==> config.mk <==
export PLATFORM = sky130hd
export DESIGN_NAME = piq_select
export DESIGN_NICKNAME = d
export VERILOG_FILES = /design/src/sv/piq_pkg.sv /design/src/sv/piq_select.sv
export SDC_FILE = /design/constraint.sdc
export NUM_CORES = 1
export LEC_CHECK = 0
export BUFFER_PORTS_ARGS = -buffer_cell sky130_fd_sc_hd__buf_2
export CORE_MARGIN = 10
export CORE_UTILIZATION = 41
export DETAILED_ROUTE_END_ITERATION = 10
export PLACE_DENSITY = 0.77
export SLEW_MARGIN = 20
export SYNTH_ARGS = -nofsm -noshare
export SYNTH_HDL_FRONTEND = slang
export SYNTH_SLANG_ARGS = --single-unit
==> constraint.sdc <==
create_clock -name vclk -period 10.88
set_input_delay 1.632 -clock vclk [all_inputs]
set_output_delay 1.632 -clock vclk [all_outputs]
set_load 0.1 [all_outputs]
==> src/sv/piq_pkg.sv <==
// ----------------------------------------------------------------------------
// piq_pkg: shared types and constants for the point-in-quad hit test
// Coordinate width, payload words for both directions and the sorted-corner
// bundle that passes from corner selection to the cross-product stage.
// ----------------------------------------------------------------------------
`default_nettype none

package piq_pkg;

	// coordinate width, two's complement
	localparam int COORD_WIDTH = 16;
	// edge vector component: difference of two coordinates
	localparam int DIFF_WIDTH  = COORD_WIDTH + 1;
	// exact product of a pair of edge vector components
	localparam int PROD_WIDTH  = 2 * DIFF_WIDTH;
	// number of quad corners
	localparam int NUM_CORNERS = 4;
	// corners needed on each side of the query line
	localparam int SPLIT_COUNT = 2;

	typedef logic signed [COORD_WIDTH-1:0] coord_t;

	typedef struct packed {
		coord_t x;
		coord_t y;
	} piq_pt_t;

	// input word
	typedef struct packed {
		coord_t query_x;
		coord_t query_y;
		coord_t corner_a_x;
		coord_t corner_a_y;
		coord_t corner_b_x;
		coord_t corner_b_y;
		coord_t corner_c_x;
		coord_t corner_c_y;
		coord_t corner_d_x;
		coord_t corner_d_y;
	} piq_item_t;

	// result word
	typedef struct packed {
		logic inside_res;
		logic malformed;
	} piq_result_t;

	// corners sorted into lower-left, lower-right, upper-left, upper-right
	typedef struct packed {
		logic    malformed;
		piq_pt_t ll;
		piq_pt_t lr;
		piq_pt_t ul;
		piq_pt_t ur;
	} piq_quad_t;

endpackage

`default_nettype wire

==> src/sv/piq_select.sv <==
// ----------------------------------------------------------------------------
// piq_select: corner classification and ordering
// Splits the four corners into upper and lower pairs against the query y,
// flags a split that is not two and two, and orders each pair by x.
// ----------------------------------------------------------------------------
`default_nettype none

module piq_select (
	input  wire piq_pkg::piq_item_t item,
	output piq_pkg::piq_quad_t      quad
);

	piq_pkg::piq_pt_t                     corner [piq_pkg::NUM_CORNERS];
	logic [piq_pkg::NUM_CORNERS-1:0]      upper;
	piq_pkg::piq_pt_t                     up0, up1, dn0, dn1;
	logic                                 got_up, got_dn;

	// gather corners in a, b, c, d order
	assign corner[0] = '{x: item.corner_a_x, y: item.corner_a_y};
	assign corner[1] = '{x: item.corner_b_x, y: item.corner_b_y};
	assign corner[2] = '{x: item.corner_c_x, y: item.corner_c_y};
	assign corner[3] = '{x: item.corner_d_x, y: item.corner_d_y};

	// classify: strictly above the query counts as upper
	always_comb begin
		for (int i = 0; i < piq_pkg::NUM_CORNERS; i++) begin
			upper[i] = corner[i].y > item.query_y;
		end
	end

	// pick the first and second corner of each class, keeping input order
	always_comb begin
		up0    = corner[0];
		up1    = corner[0];
		dn0    = corner[0];
		dn1    = corner[0];
		got_up = 1'b0;
		got_dn = 1'b0;
		for (int i = 0; i < piq_pkg::NUM_CORNERS; i++) begin
			if (upper[i]) begin
				if (!got_up) begin
					up0    = corner[i];
					got_up = 1'b1;
				end else begin
					up1 = corner[i];
				end
			end else begin
				if (!got_dn) begin
					dn0    = corner[i];
					got_dn = 1'b1;
				end else begin
					dn1 = corner[i];
				end
			end
		end
	end

	// order pairs by x: lower tie goes left to the later corner,
	// upper tie goes left to the earlier corner
	always_comb begin
		quad.malformed = $countones(upper) != piq_pkg::SPLIT_COUNT;
		if (dn0.x < dn1.x) begin
			quad.ll = dn0;
			quad.lr = dn1;
		end else begin
			quad.ll = dn1;
			quad.lr = dn0;
		end
		if (up0.x > up1.x) begin
			quad.ur = up0;
			quad.ul = up1;
		end else begin
			quad.ur = up1;
			quad.ul = up0;
		end
	end

endmodule

`default_nettype wire

---- Yosys cells after proc, flatten, opt, wreduce, memory -nomap -nowiden ----
Index checks and enable logic that the tools add are counted.
word-level totals
  input port bits ......................... 160
  latch bits .............................. 0
  ROM bits ................................ 0
  memories kept ........................... 0
  word-level logic and storage cells ...... 42
  memory bits (writable) .................. 0
  output and inout port bits .............. 129
  register bits after elaboration ......... 0
cells by class
  div/mod/pow operators ................... 0
  magnitude comparators ................... 6
  shift-type cells ........................ 0
  reduce and logical (&&, ||, !) cells .... 0
  bitwise operators ....................... 0
  mux-type cells .......................... 32
  equality and inequality tests ........... 1
  multipliers ............................. 0
  add/subtract/negate cells ............... 3
operators with widths
  operator                                       count
  two-way mux 32 bit                             24
  two-way mux 64 bit                             2
  > comparator 16 bit                            5
  less-than comparator 16 bit                    1
  two-way mux 1 bit                              6
  adder 1 x 1 -> 2 bit                           2
  adder 2 x 2 -> 3 bit                           1
  != test 3 x 2 -> 1 bit, second input constant  1

---- Depth between registers and ports, before layout ----
  depth in word-level cells ............... 10
  gate-level depth with buffers ........... 31
  depth with buffers taken out ............ 25

---- Least setup slack after synthesis ----
No wires, ideal clock.
  path type ............................... input-to-output
  from .................................... input port item[134] in the netlist's numbering
  to ...................................... output port quad[10] in the netlist's numbering
  path buffers ............................ 5
  required time ........................... 9,248 ps
  setup slack ............................. 667 ps
  cell stages on the path ................. 28
  data arrival time ....................... 8,581 ps
  cell sequence ........................... inv_1 > ha_1 > a41o_1 > a21oi_1 > o31ai_1 > or4_1 > o211a_2 > buf_4 > inv_1 > clkbuf_1 > ha_1 > nand2_1 > clkbuf_1 > a211oi_1 > a21o_1 > ha_1 > nor2b_1 > o21a_1 > o21a_1 > o21a_1 > o21a_1 > o21a_1 > o21a_1 > o2111a_1 > nor3_1 > buf_1 > buf_2 > mux2i_1
RTL lines
  item         line              RTL
  from (decl)  piq_select.sv:9   input wire piq_pkg::piq_item_t item,
  to (decl)    piq_select.sv:10  output piq_pkg::piq_quad_t quad

==> results.yml <==
run_status:
  status: "finished clean"
floorplan:
  die_h_microns: 154
  core_area_sq_um: 17400
  ios: 289
  start_util_pct: 42.2
  dieArea_sq_um: 23700
  dieWidth_microns: 154
  rows: 48
routing:
  drt-initial-drc-count: 1441
  firstDrtPassIters: 7
  ant_nets: 0
  postRouteWirelength_microns: 35400
  drcViolationCount: 0
  vias: 10100
  wl_per_cell_microns: 22.6
  vias_per_cell: 6.48
synthesis:
  synth_compound_area_share_pct: 40.1
  synth.net_count: 1376
  yosysTopAreaCell: "mux2i_1"
  synthesis.area_sq_um: 7340
  synth_common_cells: "a21oi_1 (234), nor2_1 (136), mux2i_1 (127), ha_1 (99)"
  yosysMostFrequentCell: "a21oi_1"
  ys_types: 56
  synth_top_family_by_area: "compound AO/OA/AOI/OAI gates"
  synthTopCellsByArea: "mux2i_1 (17%), ha_1 (17%), a21oi_1 (16%)"
  yosys_warnings: 0
  avgSynthCellArea_sq_um: 6.58
  synth_adder_area_share_pct: 17.0
  synth_top_area_share_pct: 17.3
  synth-simple-area-share_pct: 16.5
  muxShareOfSynthArea_pct: 18.1
  seq_area_frac_synth_pct: 0
  synth_cells: 1117
  synth-xor-area-share_pct: 0
timing:
  slew_headroom_pct: 27.4
  max_freq_mhz: 101
  hold_viol: 0
  tns_ns: 0
  slew_viol_final: 0
  worst_slew_pin_slew_ns: 1.09
  finalSetupViolCount: 0
  rsz0062_at_grt: "false"
  fin_crit_sh_pct: 91.3
  finalCriticalPeriod_ns: 9.93
critical_path:
  cp.required_ns: 9.25
  worstSetupStartpoint: "item[134]"
  critPathKind: "in2out"
  critPathLaunchType: "input port"
  end_kind: "primary output"
  path_max_fanout: 47
  cp_data_arrival_time_ns: 8.30
cells_and_area:
  nets: 1584
  layout.area.seq_sq_um: 0
  layout-drive-gt1-share_pct: 24.7
  n_clock_buffer: 0
  areaGrowthSynthToFinish_pct: 20.9
  seq_cell_count: 0
placed_design:
  finalWeightedCongestion: 1.04
  io_buffers: 273
  dp_hpwl_microns: 28000
global_route:
  grt_pass1_wl_microns: 53600
  grt_usage_pct: 27.2
  grt_max_degree: 48
  grtUsageMet3_pct: 5.16
  grt_most_used_layer: "met2"
  antenna_found_initial: 15
  overflow: 0
  grtUsageMet1_pct: 34.9
  first_global_vias: 9592
  met2_usage_pct: 44.3
run:
  max_cap_viol_count: 0
clocking:
  cts_setup_buffers: 0
  cts_hold_buf: 0
  postCtsResizedCells: 0
min_path:
  min_to: "quad[36]"
  hold_path_class: "in2out"
  hp-start: "item[4]"
  hold_depth: 4
[how the worst max path moves through the flow]
stage,slack (ns),end
global placement,1.06,quad[49]
global route,0.61,quad[111]
finish,0.95,quad[47]
floorplan,0.67,quad[10]
CTS,1.01,quad[47]
detailed placement,1.03,quad[47]
[layout make-up]
cell class | count | area (sq um)
Inverter | 44 | 165
Antenna cell | 15 | 37.5
Tap cell | 225 | 282
Fill cell | 1807 | 8540
Multi-Input combinational cell | 980 | 6790
Timing Repair Buffer | 299 | 1610
[metal layers]
layer	up-vias	wire, microns	share of wire (%)
met5	-	0	0
met4	0	1280	3.6
met3	100	4120	12
met2	695	16100	46
met1	4661	13800	39
li1	4672	-	-
[worst max-delay path: stages]
cell	delay [ns]
buf_2	0.09
inv_1	0.13
ha_1	0.29
a41o_1	0.25
a21oi_1	0.20
o31ai_1	0.13
or4_1	0.48
o211a_2	0.27
nor2_1	0.24
and3_2	0.74
a211oi_1	0.10
a21o_1	0.23
ha_1	0.30
nor2b_1	0.14
o21a_1	0.16
o21a_1	0.17
o21a_1	0.16
o21a_1	0.16
o21a_1	0.16
o21a_1	0.16
o2111a_1	0.25
or3_2	0.93
mux2i_1	0.43
buf_2	0.49
[cell usage in the layout (no fill, tap or decap), types with 5 or more instances in the layout]
cell / Yosys / final
a211oi_1: 33 / 33
a21o_1: 23 / 23
a21oi_1: 234 / 233
a22oi_1: 62 / 62
buf_2: 7 / 270
buf_4: 2 / 26
diode_2: 0 / 15
ha_1: 99 / 99
inv_1: 44 / 43
mux2i_1: 127 / 127
nand2_1: 46 / 44
nand2b_1: 6 / 6
nand4_1: 19 / 19
nor2_1: 136 / 136
nor2b_1: 12 / 11
nor3_1: 38 / 36
o211ai_1: 5 / 5
o21a_1: 9 / 9
o21ai_0: 18 / 18
o22ai_1: 63 / 63
[logic make-up after synthesis]
kind of cell    count (synthesis)
simple gates                  273
fa+ha+maj                     100
compound gates                477
buf+inv                       137
mux                           130
[metrics by stage]
step	hold slack [ns]	cells	cell area, sq um	utilization, %	setup WS, ns
finish	3.89	1563	8880	51.0	0.951
global route	3.95	1563	8880	51.0	0.609
CTS	3.89	1548	8840	50.8	1.01
detailed placement	3.89	1548	8840	50.8	1.03
global placement	3.87	1548	8840	50.8	1.06
floorplan	3.84	1117	7340	-	0.667
Power is left out: the tool's default activity adds up to more than one toggle a clock period on the data nets, which glitch-free logic cannot reach.
